File: src/rtl/cca_pkg.sv
// ============================================================================
// cca_pkg: shared types, constants and helpers for the calendar clock
// Beat layouts for the command and result channels, calendar constants and
// the constant-reciprocal dividers used by the delta split pipeline.
// ============================================================================
package cca_pkg;

	localparam int unsigned DELTA_MAX_W     = 20;
	localparam int unsigned DELTA_WIDTH_DEF = 20;

	// widths of the split delta: minutes, hours and whole days
	localparam int unsigned Q1_W   = 15;
	localparam int unsigned Q2_W   = 9;
	localparam int unsigned DAYS_W = 4;

	localparam logic MODE_ADVANCE = 1'b0;
	localparam logic MODE_LOAD    = 1'b1;

	localparam logic [3:0] MON_JAN = 4'd1;
	localparam logic [3:0] MON_FEB = 4'd2;
	localparam logic [3:0] MON_APR = 4'd4;
	localparam logic [3:0] MON_JUN = 4'd6;
	localparam logic [3:0] MON_SEP = 4'd9;
	localparam logic [3:0] MON_NOV = 4'd11;
	localparam logic [3:0] MON_DEC = 4'd12;

	localparam logic [13:0] YEAR_LOAD_MAX = 14'd10000;
	localparam logic [13:0] YEAR_TOP      = 14'd16383;
	localparam logic [8:0]  CYCLE_LAST    = 9'd399;

	localparam logic [5:0] SEC_MAX  = 6'd59;
	localparam logic [4:0] HOUR_MAX = 5'd23;

	// reciprocals: exact quotient over the full operand range
	localparam logic [20:0] RECIP60    = 21'd1118482;
	localparam int unsigned RECIP60_SH = 26;
	localparam logic [8:0]  RECIP24    = 9'd342;
	localparam int unsigned RECIP24_SH = 13;
	localparam logic [13:0] RECIP400   = 14'd10486;
	localparam int unsigned RECIP400_SH = 22;

	typedef struct packed {
		logic        mode;
		logic [19:0] delta_seconds;
		logic [13:0] load_year;
		logic [3:0]  load_month;
		logic [4:0]  load_day;
		logic [4:0]  load_hour;
		logic [5:0]  load_minute;
		logic [5:0]  load_second;
	} cmd_beat_t;

	typedef struct packed {
		logic [13:0] cur_year;
		logic [3:0]  cur_month;
		logic [4:0]  cur_day;
		logic [4:0]  cur_hour;
		logic [5:0]  cur_minute;
		logic [5:0]  cur_second;
		logic        year_wrapped;
	} res_beat_t;

	// item after the split: delta as day/hour/minute/second digits, load clamped
	typedef struct packed {
		logic              mode;
		logic [DAYS_W-1:0] add_days;
		logic [4:0]        add_hours;
		logic [5:0]        add_minutes;
		logic [5:0]        add_seconds;
		logic [13:0]       ld_year;
		logic [8:0]        ld_cycle;
		logic [3:0]        ld_month;
		logic [4:0]        ld_day;
		logic [4:0]        ld_hour;
		logic [5:0]        ld_minute;
		logic [5:0]        ld_second;
	} split_beat_t;

	function automatic logic [Q1_W-1:0] div60(input logic [DELTA_MAX_W-1:0] x);
		logic [40:0] p;
		p = 41'(x) * 41'(RECIP60);
		return p[RECIP60_SH +: Q1_W];
	endfunction

	function automatic logic [4:0] div24(input logic [Q2_W-1:0] x);
		logic [17:0] p;
		p = 18'(x) * 18'(RECIP24);
		return p[RECIP24_SH +: 5];
	endfunction

	function automatic logic [5:0] div400(input logic [13:0] y);
		logic [27:0] p;
		p = 28'(y) * 28'(RECIP400);
		return p[RECIP400_SH +: 6];
	endfunction

	// leap test from the year's position in the 400 year cycle
	function automatic logic leap_from_cycle(input logic [8:0] r);
		return (r[1:0] == 2'd0) && (r != 9'd100) && (r != 9'd200) && (r != 9'd300);
	endfunction

	function automatic logic [4:0] month_length(input logic [3:0] month, input logic leap);
		logic [4:0] len;
		if (month inside {MON_APR, MON_JUN, MON_SEP, MON_NOV}) begin
			len = 5'd30;
		end else if (month == MON_FEB) begin
			len = leap ? 5'd29 : 5'd28;
		end else begin
			len = 5'd31;
		end
		return len;
	endfunction

endpackage

File: src/rtl/cca_split.sv
// ============================================================================
// cca_split: input register and delta split pipeline
// Takes the command beat, splits the delta into second, minute, hour and day
// digits over three stages and clamps the load fields on the way.
// ============================================================================
module cca_split import cca_pkg::*; #(
	parameter int unsigned DELTA_WIDTH = DELTA_WIDTH_DEF
) (
	input  logic        clk,
	input  logic        arst_n,
	input  logic        cmd_valid,
	output logic        cmd_stall,
	input  cmd_beat_t   cmd,
	output logic        split_valid,
	input  logic        split_take,
	output split_beat_t split_beat
);

	// stage 1: raw beat
	logic                   v_s1;
	logic                   mode_s1;
	logic [DELTA_WIDTH-1:0] delta_s1;
	logic [13:0]            year_s1;
	logic [3:0]             month_s1;
	logic [4:0]             day_s1;
	logic [4:0]             hour_s1;
	logic [5:0]             minute_s1;
	logic [5:0]             second_s1;

	// stage 2: seconds digit, load fields clamped except day upper bound
	logic            v_s2;
	logic            mode_s2;
	logic [Q1_W-1:0] q1_s2;
	logic [5:0]      rsec_s2;
	logic [13:0]     year_s2;
	logic [3:0]      month_s2;
	logic [4:0]      day_s2;
	logic [4:0]      hour_s2;
	logic [5:0]      minute_s2;
	logic [5:0]      second_s2;

	// stage 3: minutes digit, position of load year in the 400 year cycle
	logic            v_s3;
	logic            mode_s3;
	logic [Q2_W-1:0] q2_s3;
	logic [5:0]      rmin_s3;
	logic [5:0]      rsec_s3;
	logic [13:0]     year_s3;
	logic [8:0]      cycle_s3;
	logic [3:0]      month_s3;
	logic [4:0]      day_s3;
	logic [4:0]      hour_s3;
	logic [5:0]      minute_s3;
	logic [5:0]      second_s3;

	logic        v_s4;
	split_beat_t beat_s4;

	logic en_s1, en_s2, en_s3, en_s4;

	assign en_s4 = !v_s4 || split_take;
	assign en_s3 = !v_s3 || en_s4;
	assign en_s2 = !v_s2 || en_s3;
	assign en_s1 = !v_s1 || en_s2;

	assign cmd_stall   = !en_s1;
	assign split_valid = v_s4;
	assign split_beat  = beat_s4;

	always_ff @(posedge clk or negedge arst_n) begin
		if (!arst_n) begin
			v_s1 <= 1'b0;
			v_s2 <= 1'b0;
			v_s3 <= 1'b0;
			v_s4 <= 1'b0;
		end else begin
			if (en_s1) v_s1 <= cmd_valid;
			if (en_s2) v_s2 <= v_s1;
			if (en_s3) v_s3 <= v_s2;
			if (en_s4) v_s4 <= v_s3;
		end
	end

	always_ff @(posedge clk) begin
		if (en_s1) begin
			mode_s1   <= cmd.mode;
			delta_s1  <= cmd.delta_seconds[DELTA_WIDTH-1:0];
			year_s1   <= cmd.load_year;
			month_s1  <= cmd.load_month;
			day_s1    <= cmd.load_day;
			hour_s1   <= cmd.load_hour;
			minute_s1 <= cmd.load_minute;
			second_s1 <= cmd.load_second;
		end
	end

	// stage 2 logic
	logic [DELTA_MAX_W-1:0] delta_ext;
	logic [Q1_W-1:0]        q1_c;
	logic [DELTA_MAX_W-1:0] q1x60;

	assign delta_ext = DELTA_MAX_W'(delta_s1);
	assign q1_c      = div60(delta_ext);
	assign q1x60     = DELTA_MAX_W'(q1_c) * DELTA_MAX_W'(60);

	always_ff @(posedge clk) begin
		if (en_s2) begin
			mode_s2   <= mode_s1;
			q1_s2     <= q1_c;
			rsec_s2   <= 6'(delta_ext - q1x60);
			year_s2   <= (year_s1 > YEAR_LOAD_MAX) ? YEAR_LOAD_MAX : year_s1;
			month_s2  <= (month_s1 < MON_JAN) ? MON_JAN :
			             (month_s1 > MON_DEC) ? MON_DEC : month_s1;
			day_s2    <= (day_s1 == 5'd0) ? 5'd1 : day_s1;
			hour_s2   <= (hour_s1 > HOUR_MAX) ? HOUR_MAX : hour_s1;
			minute_s2 <= (minute_s1 > SEC_MAX) ? SEC_MAX : minute_s1;
			second_s2 <= (second_s1 > SEC_MAX) ? SEC_MAX : second_s1;
		end
	end

	// stage 3 logic
	logic [Q1_W-1:0] q2_full;
	logic [Q2_W-1:0] q2_c;
	logic [Q1_W-1:0] q2x60;
	logic [5:0]      yq_c;
	logic [13:0]     yx400;

	assign q2_full = div60(DELTA_MAX_W'(q1_s2));
	assign q2_c    = q2_full[Q2_W-1:0];
	assign q2x60   = Q1_W'(q2_c) * Q1_W'(60);
	assign yq_c    = div400(year_s2);
	assign yx400   = 14'(yq_c) * 14'(400);

	always_ff @(posedge clk) begin
		if (en_s3) begin
			mode_s3   <= mode_s2;
			q2_s3     <= q2_c;
			rmin_s3   <= 6'(q1_s2 - q2x60);
			rsec_s3   <= rsec_s2;
			year_s3   <= year_s2;
			cycle_s3  <= 9'(year_s2 - yx400);
			month_s3  <= month_s2;
			day_s3    <= day_s2;
			hour_s3   <= hour_s2;
			minute_s3 <= minute_s2;
			second_s3 <= second_s2;
		end
	end

	// stage 4 logic
	logic [4:0]        dq_c;
	logic [DAYS_W-1:0] days_c;
	logic [Q2_W-1:0]   dx24;
	logic [4:0]        ld_len;

	assign dq_c   = div24(q2_s3);
	assign days_c = dq_c[DAYS_W-1:0];
	assign dx24   = Q2_W'(days_c) * Q2_W'(24);
	assign ld_len = month_length(month_s3, leap_from_cycle(cycle_s3));

	always_ff @(posedge clk) begin
		if (en_s4) begin
			beat_s4.mode        <= mode_s3;
			beat_s4.add_days    <= days_c;
			beat_s4.add_hours   <= 5'(q2_s3 - dx24);
			beat_s4.add_minutes <= rmin_s3;
			beat_s4.add_seconds <= rsec_s3;
			beat_s4.ld_year     <= year_s3;
			beat_s4.ld_cycle    <= cycle_s3;
			beat_s4.ld_month    <= month_s3;
			beat_s4.ld_day      <= (day_s3 > ld_len) ? ld_len : day_s3;
			beat_s4.ld_hour     <= hour_s3;
			beat_s4.ld_minute   <= minute_s3;
			beat_s4.ld_second   <= second_s3;
		end
	end

endmodule

File: src/rtl/cca_core.sv
// ============================================================================
// cca_core: calendar state and result register
// Adds the split delta digits to the counters with one carry per field and at
// most one month carry, or loads the clamped fields, and registers the result.
// ============================================================================
module cca_core import cca_pkg::*; (
	input  logic        clk,
	input  logic        arst_n,
	input  logic        split_valid,
	output logic        split_take,
	input  split_beat_t split_beat,
	output logic        res_valid,
	input  logic        res_stall,
	output res_beat_t   res
);

	logic [5:0]  sec_q;
	logic [5:0]  min_q;
	logic [4:0]  hour_q;
	logic [4:0]  day_q;
	logic [3:0]  month_q;
	logic [13:0] year_q;
	logic [8:0]  cycle_q;
	logic        res_valid_q;
	res_beat_t   res_q;

	logic step;

	assign split_take = !res_valid_q || !res_stall;
	assign step       = split_valid && split_take;
	assign res_valid  = res_valid_q;
	assign res        = res_q;

	logic       leap_cur;
	logic [6:0] s_sum, m_sum;
	logic [5:0] h_sum, d_sum;
	logic       c_sec, c_min, c_hour, c_month;
	logic [4:0] len_cur;

	assign leap_cur = leap_from_cycle(cycle_q);
	assign len_cur  = month_length(month_q, leap_cur);

	assign s_sum  = 7'(sec_q) + 7'(split_beat.add_seconds);
	assign c_sec  = s_sum >= 7'd60;
	assign m_sum  = 7'(min_q) + 7'(split_beat.add_minutes) + 7'(c_sec);
	assign c_min  = m_sum >= 7'd60;
	assign h_sum  = 6'(hour_q) + 6'(split_beat.add_hours) + 6'(c_min);
	assign c_hour = h_sum >= 6'd24;
	assign d_sum  = 6'(day_q) + 6'(split_beat.add_days) + 6'(c_hour);
	assign c_month = d_sum > 6'(len_cur);

	logic [5:0]  sec_n, min_n;
	logic [4:0]  hour_n, day_n;
	logic [3:0]  month_n;
	logic [13:0] year_n;
	logic [8:0]  cycle_n;
	logic        wrap_n;

	always_comb begin
		sec_n   = c_sec  ? 6'(s_sum - 7'd60) : s_sum[5:0];
		min_n   = c_min  ? 6'(m_sum - 7'd60) : m_sum[5:0];
		hour_n  = c_hour ? 5'(h_sum - 6'd24) : h_sum[4:0];
		day_n   = c_month ? 5'(d_sum - 6'(len_cur)) : d_sum[4:0];
		month_n = month_q;
		year_n  = year_q;
		cycle_n = cycle_q;
		wrap_n  = 1'b0;
		if (c_month) begin
			if (month_q == MON_DEC) begin
				month_n = MON_JAN;
				if (year_q == YEAR_TOP) begin
					// wrap to year zero, which starts a fresh 400 year cycle
					year_n  = 14'd0;
					cycle_n = 9'd0;
					wrap_n  = 1'b1;
				end else begin
					year_n  = year_q + 14'd1;
					cycle_n = (cycle_q == CYCLE_LAST) ? 9'd0 : cycle_q + 9'd1;
				end
			end else begin
				month_n = month_q + 4'd1;
			end
		end
		if (split_beat.mode == MODE_LOAD) begin
			sec_n   = split_beat.ld_second;
			min_n   = split_beat.ld_minute;
			hour_n  = split_beat.ld_hour;
			day_n   = split_beat.ld_day;
			month_n = split_beat.ld_month;
			year_n  = split_beat.ld_year;
			cycle_n = split_beat.ld_cycle;
			wrap_n  = 1'b0;
		end
	end

	always_ff @(posedge clk or negedge arst_n) begin
		if (!arst_n) begin
			sec_q       <= 6'd0;
			min_q       <= 6'd0;
			hour_q      <= 5'd0;
			day_q       <= 5'd1;
			month_q     <= MON_JAN;
			year_q      <= 14'd0;
			cycle_q     <= 9'd0;
			res_valid_q <= 1'b0;
		end else begin
			if (split_take) res_valid_q <= split_valid;
			if (step) begin
				sec_q   <= sec_n;
				min_q   <= min_n;
				hour_q  <= hour_n;
				day_q   <= day_n;
				month_q <= month_n;
				year_q  <= year_n;
				cycle_q <= cycle_n;
			end
		end
	end

	always_ff @(posedge clk) begin
		if (step) begin
			res_q.cur_year     <= year_n;
			res_q.cur_month    <= month_n;
			res_q.cur_day      <= day_n;
			res_q.cur_hour     <= hour_n;
			res_q.cur_minute   <= min_n;
			res_q.cur_second   <= sec_n;
			res_q.year_wrapped <= wrap_n;
		end
	end

	a_time_range: assert property (@(posedge clk) disable iff (!arst_n)
		sec_q < 6'd60 && min_q < 6'd60 && hour_q < 5'd24 && cycle_q < 9'd400)
		else $error("time counter or year cycle out of range");

	a_day_fits: assert property (@(posedge clk) disable iff (!arst_n)
		day_q >= 5'd1 && day_q <= len_cur)
		else $error("day counter past end of month");

	a_wrap_new_year: assert property (@(posedge clk) disable iff (!arst_n)
		res_valid_q && res_q.year_wrapped |->
		res_q.cur_year == 14'd0 && res_q.cur_month == MON_JAN && cycle_q == 9'd0)
		else $error("year wrap without rollover to January of year zero");

	a_res_tracks_state: assert property (@(posedge clk) disable iff (!arst_n)
		res_valid_q |-> res_q.cur_second == sec_q && res_q.cur_minute == min_q &&
		res_q.cur_hour == hour_q && res_q.cur_day == day_q &&
		res_q.cur_month == month_q && res_q.cur_year == year_q)
		else $error("held result differs from calendar state");

endmodule

File: src/rtl/calendar_clock_advance_top.sv
// ============================================================================
// calendar_clock_advance_top: Gregorian calendar clock
// Load or advance a second-resolution calendar; one result beat per command.
// ============================================================================
// Each command beat either loads second, minute, hour, day, month and year
// (every field saturated to its legal range, the day to the length of the
// loaded month in the loaded year) or advances the clock by the low
// DELTA_WIDTH bits of delta_seconds. Every command returns one result beat
// with the date and time after it; year_wrapped marks an advance that rolled
// the year from 16383 to 0. A new command is taken on every clock while the
// result side keeps up, so the sustained rate is one beat per cycle. Result
// valid rises once the edge that accepts the command has loaded the input
// register and the beat has passed the stages that split the delta into
// second, minute, hour and day digits by constant-reciprocal multiplies and
// the calendar update that writes the counters and the result register in
// the same cycle. That update is the only loop: each field adds its digit
// plus one carry, and at most one month carry ripples into the year. The
// result register and the pipeline stages absorb a stalled result; the
// command side stalls only once all are full. The calendar counters reset
// to 00:00:00 on January 1 of year 0.
// ============================================================================
module calendar_clock_advance_top import cca_pkg::*; #(
	parameter int unsigned DELTA_WIDTH = DELTA_WIDTH_DEF
) (
	input  logic      clk,
	input  logic      arst_n,
	input  logic      cmd_valid,
	output logic      cmd_stall,
	input  cmd_beat_t cmd,
	output logic      res_valid,
	input  logic      res_stall,
	output res_beat_t res
);

	// split pipeline to calendar update
	logic        split_valid;
	logic        split_take;
	split_beat_t split_beat;

	// split the delta and clamp the load fields ahead of the state update
	cca_split #(
		.DELTA_WIDTH (DELTA_WIDTH)
	) u_split (
		.clk         (clk),
		.arst_n      (arst_n),
		.cmd_valid   (cmd_valid),
		.cmd_stall   (cmd_stall),
		.cmd         (cmd),
		.split_valid (split_valid),
		.split_take  (split_take),
		.split_beat  (split_beat)
	);

	// hold the calendar, advance or load it, register the result beat
	cca_core u_core (
		.clk         (clk),
		.arst_n      (arst_n),
		.split_valid (split_valid),
		.split_take  (split_take),
		.split_beat  (split_beat),
		.res_valid   (res_valid),
		.res_stall   (res_stall),
		.res         (res)
	);

endmodule
File: config.mk
export PLATFORM = sky130hd
export DESIGN_NAME = calendar_clock_advance_top
export DESIGN_NICKNAME = d
export VERILOG_FILES = /design/src/rtl/cca_pkg.sv /design/src/rtl/cca_split.sv /design/src/rtl/cca_core.sv /design/src/rtl/calendar_clock_advance_top.sv
export SDC_FILE = /design/constraint.sdc
export NUM_CORES = 1
export LEC_CHECK = 0
export BUFFER_PORTS_ARGS = -buffer_cell sky130_fd_sc_hd__buf_2
export CAP_MARGIN = 20
export CORE_ASPECT_RATIO = 1.25
export CORE_MARGIN = 4
export CORE_UTILIZATION = 45
export CTS_CLUSTER_SIZE = 14
export DETAILED_ROUTE_END_ITERATION = 10
export GPL_ROUTABILITY_DRIVEN = 0
export SYNTH_ARGS = -nofsm -noshare
export SYNTH_HDL_FRONTEND = slang
export SYNTH_SLANG_ARGS = --single-unit
File: constraint.sdc
create_clock -name clk -period 8.7 [get_ports clk]
set_input_delay 0 -clock clk [delete_from_list [all_inputs] [get_ports clk]]
set_output_delay 0 -clock clk [all_outputs]
set_load 0.005 [all_outputs]
Word-level counts from Yosys, hierarchy flattened. Cells that the tools add are included.

Output and inout bits: 43. Latch bits: 0. Bits in read-only memories: 0. Register bits: 360. Input port bits: 65. Logic and storage cells: 176. Memories: 0. RAM bits: 0.

Reduce and logical (&&, ||, !) cells: 29. Equal/unequal tests: 19. Add/subtract/negate cells: 18. Muxes and demuxes: 29. Divide/modulo/power cells: 0. Bitwise logic cells: 2. $lt $le $gt $ge: 11. Shifts and indexed selects: 0. Multipliers: 8.

Operators with widths (count): $mux 14 (4); $mux 5 (9); $mux 9 (5); $mul 20x20->40 const B (1); $mul 15x20->34 const B (1); $mul 14x13->27 const B (1); $mux 6 (4); $eq 4x4->1 const B (5); $ne 9x7->1 const B (2); $ne 9x8->1 const B (2); $ne 9x9->1 const B (2); $eq 4x3->1 const B (4); $mul 9x8->16 const B (1); $mux 4 (4); $mul 15x4->4 const B (1); $add 14x1->14 const B (1); $add 6x6->7 (2); $eq 14x14->1 const B (1); $ge 7x6->1 const B (2); $gt 14x14->1 const B (1); $add 6x1->6 (2); $gt 6x6->1 const B (2); $sub 6x6->6 (2); $sub 6x6->6 const B (2); 31 further kinds (55).

Depth between registers and ports, before layout.
Depth after elaboration: 10. Depth in mapped cells: 38. Mapped depth without buffers: 35.

Modules after synthesis. A second synthesis with hierarchy kept.

Cells, all modules: 2105. Area total of the unflattened synthesis: 24994.0 um^2.

Modules (own cells, without submodules): cca_split (sequential area each 7817.5 um^2, area an instance 19049.5 um^2, cells an instance 1485, times used 1); cca_core (sequential area each 2484.9 um^2, area an instance 5944.5 um^2, cells an instance 620, times used 1).

Worst setup path before layout. OpenSTA, ideal clock, no wires.

Kind: register to register. Start: register u_split.beat_s4 (netlist bit u_split.split_beat[50]). End: register u_core.year_q[9]. Slack: 575 ps. Clock period less this slack: 8125 ps. Library setup time: 69 ps. Data arrival time: 8057 ps. Stages on the path, launching flop included: 36. Buffers on the path: 2. Required time: 8631 ps. Cell sequence: edfxtp_1 -> ha_1 -> a21o_1 -> a21oi_1 -> xnor2_1 -> ha_1 -> nand2_1 -> o2bb2ai_1 -> a311o_1 -> inv_1 -> fa_1 -> inv_1 -> fa_1 -> a21o_1 -> a21oi_1 -> xnor2_1 -> nand4bb_1 -> o31ai_1 -> a21bo_2 -> buf_2 -> fa_1 -> fa_1 -> a21o_1 -> a21oi_1 -> xor2_1 -> o21ai_0 -> fa_1 -> fa_1 -> fa_1 -> and2_1 -> and4_1 -> buf_6 -> o21ai_4 -> o21ai_2 -> or4_1 -> nand3_1.

Longest elaborated chain between the ends: 10.

Ends and longest elaborated chain: start: declaration (line cca_split.sv:57) `split_beat_t beat_s4;`; $add 6x6->7 (line cca_core.sv:43) `assign s_sum = 7'(sec_q) + 7'(split_beat.add_seconds);`; $ge 7x6->1 (line cca_core.sv:44) `assign c_sec = s_sum >= 7'd60;`; $add 7x1->7 (line cca_core.sv:45) `assign m_sum = 7'(min_q) + 7'(split_beat.add_minutes) + 7'(c_sec);`; $ge 7x6->1 (line cca_core.sv:46) `assign c_min = m_sum >= 7'd60;`; $add 6x1->6 (line cca_core.sv:47) `assign h_sum = 6'(hour_q) + 6'(split_beat.add_hours) + 6'(c_min);`; $ge 6x5->1 (line cca_core.sv:48) `assign c_hour = h_sum >= 6'd24;`; $add 6x1->6 (line cca_core.sv:49) `assign d_sum = 6'(day_q) + 6'(split_beat.add_days) + 6'(c_hour);`; $gt 6x5->1 (line cca_core.sv:50) `assign c_month = d_sum > 6'(len_cur);`; $mux 14 (line cca_core.sv:68) `if (c_month) begin`; $mux 14 (line cca_core.sv:84) `if (split_beat.mode == MODE_LOAD) begin`; end signal: assignment (line cca_core.sv:114) `year_q <= year_n;`; end: declaration (line cca_core.sv:22) `logic [13:0] year_q;`.

No other way between the ends. A chain may end at the register's enable or synchronous reset.

Final worst setup path. Same ends and word-level chain as after synthesis.

==> results.md <==
| Result | Value |
|:---|:---|
| Pin count of the biggest net entering global routing | 77 |
| Number of antenna violations at the first check in global routing | 1 |
| WP data arrival | 8810 ps |
| Post-layout minimum cycle time | 8297 ps |
| Critical Path RT | 9210 ps |
| Vias in the first global route | 16,610 |
| All-Layer GR Usage | 17.42% |
| Chip height | 269.6 um |
| Nets in the synthesized netlist | 2,695 |
| Drt total wl | 49.98 mm |
| Yosys top cell by area | sky130_fd_sc_hd__edfxtp_1 |
| Portion of synthesized cell area occupied by the leading cell type | 36.33% |
| Final-stage net count | 2,879 |
| Placeable core region | 53,960 um2 |
| Placed cells | 2,872 |
| Critical path's slowest cell | sky130_fd_sc_hd__or4_1 |
| Number of H-tree branching levels | 2 |
| Routing layer with the top usage in global route | met2 |
| Placement-stage cell area | 26,000 um2 |
| Count of TritonRoute iterations in the first routing pass | 7 |
| Fin area | 28,130 um2 |
| Top post-synthesis cells by area | sky130_fd_sc_hd__edfxtp_1 36%, sky130_fd_sc_hd__ha_1 21%, sky130_fd_sc_hd__fa_1 12% |
| Reg clk slew, reported paths | 60 ps |
| Result of the run | completed |
| Total of buffers placed on input and output ports | 107 |
| Grt met2 use | 30.89% |
| Clk Tree Root Cell | sky130_fd_sc_hd__clkbuf_16 |
| Number of filler cells placed in the layout | 4,689 |
| Number of slew-limit violations in the final report | 0 |
| Total of endpoints with negative setup slack in the final report | 0 |
| Met1 track utilization from global routing | 21.90% |
| Maximum achievable frequency | 120.5 MHz |
| Layout Skew | 27.57 ps |
| Horizontal die dimension | 217.3 um |
| Met3 Use GR | 2.568% |
| Estimated wirelength of the detail-placed design | 38.23 mm |
| Global-route congestion overflow total | 0 |
| Count of endpoints failing hold in the final timing report | 0 |
| Drt first-iter violations | 735 |
| Category of the most critical setup path | register to register |
| Post-synth EDFFs | 298 |
| Yosys warning count | 0 |
| Cell area after technology mapping | 24,630 um2 |
| Average size of a mapped cell | 11.89 um2 |
| Detail Route Antenna Nets | 0 |
| Number of vias in the routed layout | 15,540 |
| DRC violation count after routing | 0 |
| Layout overhead on the synthesized area | 14.20% |
| Instance count of the mapped netlist | 2,071 |
| CP Max Fanout | 8 |
| Worst rel slew slack | 35.47% |
| Num rows | 95 |
| Count of cell types in the netlist | 76 |
| Starting utilization of the core area | 45.65% |
| Share of synthesized area occupied by flip-flops and latches | 41.82% |
| Storage cell area | 10,300 um2 |
| Path type of the worst min-delay path | primary input to register |
| Multi-input combinational cell area | 12,850 um2 |
| TritonCTS clock tree | built |
| Most common cell type on the critical path | sky130_fd_sc_hd__fa_1 |
| Final Instance Count excl. Fillers | 3,014 |
| Fraction of synthesis flops using an asynchronous set or reset pin | 15.34% |
| CTS sink count | 352 |
| Actual slew at the worst max-slew pin | 967.9 ps |
| CTS buffer count | 39 |
| Critical path launch point type | register |
| Full die area | 58,570 um2 |
| Buffer depth of the longest clock path | 3 |
| Wire per inst | 16.58 um |
| Source-to-sink clock delay at the later pin of the worst-skew pair | 580 ps |
| Max-cap violation count | 0 |
| First-pass GRT wire length | 83.29 mm |
| Largest incremental delay on the critical path | 530 ps |
| Number of top-level design ports | 108 |
| Synthesis-stage register bit count | 352 |
| Nature of the critical path endpoint | register |
| Fraction of layout instances using a drive strength above 1 | 10.63% |
| Core Util, Final | 52.13% |
| Final critical-path share of the clock period | 95.37% |
| Most common flop cell mapped by yosys | sky130_fd_sc_hd__edfxtp_1 |
| Vias per cell | 5.154 |
[stage by stage]
| step | TNS (ps) | hold slack [ps] | setup slack (ps) |
|---|---|---|---|
| detailed placement | -1594 | 178.1 | -213.3 |
| floorplan | 0 | -295.6 | 574.5 |
| CTS | 0 | 100.8 | 13.39 |
| finish | 0 | 139.7 | 403.1 |
| global placement | 0 | 176.4 | 113.4 |
| global route | -13.60 | 125.2 | -13.60 |
[cells by family after synthesis]
kind of cell | synth area share [%]
xor gates and xnor gates | 2.738
AOI/OAI and AO/OA | 7.696
buffers and inverters | 6.431
DFF | 41.82
and+or+nand+nor | 6.781
muxes | 1.686
adders and majority gates | 32.84
[cell usage after synthesis, types with 6 or more instances]
library cell	count
sky130_fd_sc_hd__ha_1	413
sky130_fd_sc_hd__inv_1	375
sky130_fd_sc_hd__edfxtp_1	298
sky130_fd_sc_hd__fa_1	146
sky130_fd_sc_hd__nand2_1	96
sky130_fd_sc_hd__o21ai_0	73
sky130_fd_sc_hd__a21oi_1	65
sky130_fd_sc_hd__nor2_1	61
sky130_fd_sc_hd__dfrtp_1	52
sky130_fd_sc_hd__xnor2_1	45
sky130_fd_sc_hd__clkbuf_1	37
sky130_fd_sc_hd__nand3_1	37
sky130_fd_sc_hd__xor2_1	32
sky130_fd_sc_hd__nor3_1	29
sky130_fd_sc_hd__mux2_2	28
sky130_fd_sc_hd__nand2b_1	22
sky130_fd_sc_hd__nand4_1	19
sky130_fd_sc_hd__a21o_1	18
sky130_fd_sc_hd__and3_1	16
sky130_fd_sc_hd__o21a_1	15
sky130_fd_sc_hd__nor2b_1	14
sky130_fd_sc_hd__and2_1	11
sky130_fd_sc_hd__mux2i_1	10
sky130_fd_sc_hd__a31oi_1	9
sky130_fd_sc_hd__o31ai_1	9
sky130_fd_sc_hd__o21ai_1	8
sky130_fd_sc_hd__or3_1	8
sky130_fd_sc_hd__a2111oi_0	6
sky130_fd_sc_hd__a211oi_1	6
sky130_fd_sc_hd__nor4_1	6
sky130_fd_sc_hd__o211ai_1	6
[worst paths after layout]
check,slack (ps),endpoint,depth (start not counted),from
max reg2reg,400,u_core.year_q[9],33,u_split.split_beat[50]
min reg2reg,390,u_split.split_beat[42],0,u_split.year_s3[7]
min,140,u_split.minute_s1[4],2,cmd[10]
max,400,u_core.year_q[9],33,u_split.split_beat[50]
min in group asynchronous,150,u_core.day_q[2],3,arst_n
max in group asynchronous,8000,u_split.v_s2,3,arst_n
[area by class of cell]
class	instances	share of cell area, %
Multi-Input combinational cell	1300	45.67
Clock buffer	52	3.821
Antenna cell	1	0.008896
Tap cell	727	3.234
Timing Repair Buffer	186	4.697
Clock inverter	20	0.9296
Sequential cell	352	36.62
Inverter	376	5.022
[cell usage in the layout (no fill, tap or decap), drive strengths merged, types with 9 or more instances in the layout]
cell / instances
nor2b: 14
clkbuf: 52
a21o: 18
mux2: 28
a31oi: 9
clkinv: 11
a21oi: 68
nand2: 96
inv: 378
o31ai: 10
nand3: 37
dlygate4sd3: 64
fa: 146
edfxtp: 298
dfrtp: 52
buf: 122
o21ai: 83
nor2: 61
o21a: 15
nand4: 19
nor3: 29
ha: 413
and3: 16
nand2b: 22
and2: 12
xnor2: 45
xor2: 32
mux2i: 10
[flip-flops by register name, summed over array words and instances, names as in the netlist, 6 cells and up]
signal	flops
u_split.year_s1	14
u_split.second_s3	6
u_split.delta_ext	20
u_split.q2_s3	9
u_core.res	41
u_split.rsec_s3	6
u_split.minute_s3	6
u_split.second_s2	6
u_split.second_s1	6
u_split.rsec_s2	6
u_split.year_s2	14
u_core.sec_q	6
u_split.q1_s2	15
u_split.split_beat	67
u_split.minute_s1	6
u_split.rmin_s3	6
u_core.year_q	14
u_core.min_q	6
u_split.minute_s2	6
u_core.cycle_q	9
u_split.year_s3	10
u_split.cycle_s3	9
[worst max-delay path: cells and delay by family (launching register included)]
kind | cells | cell delay, ps
xor+xnor | 3 | 550
fa+ha+maj | 9 | 3340
compound gates | 13 | 2450
simple gates | 6 | 1370
buf+inv | 2 | 150
flops | 1 | 380
[layer usage]
layer | part of all wire, % | vias to the layer above
li1 | - | 7581
met1 | 42 | 7496
met2 | 50 | 358
met3 | 4.7 | 100
met4 | 3.0 | 0
met5 | 0 | -
[repair_timing]
action / 4_1_cts / 5_1_grt
hold buffers: 64 / 0
buffers inserted: 0 / 4
hold endpoints to repair: 118 / 0
setup endpoints to repair: 9 / 55
pin swaps: 0 / 4
gates resized for setup: 1 / 13
Power is not shown: default switching activity piles up to over one toggle a cycle in this logic, so the estimate is an artifact.
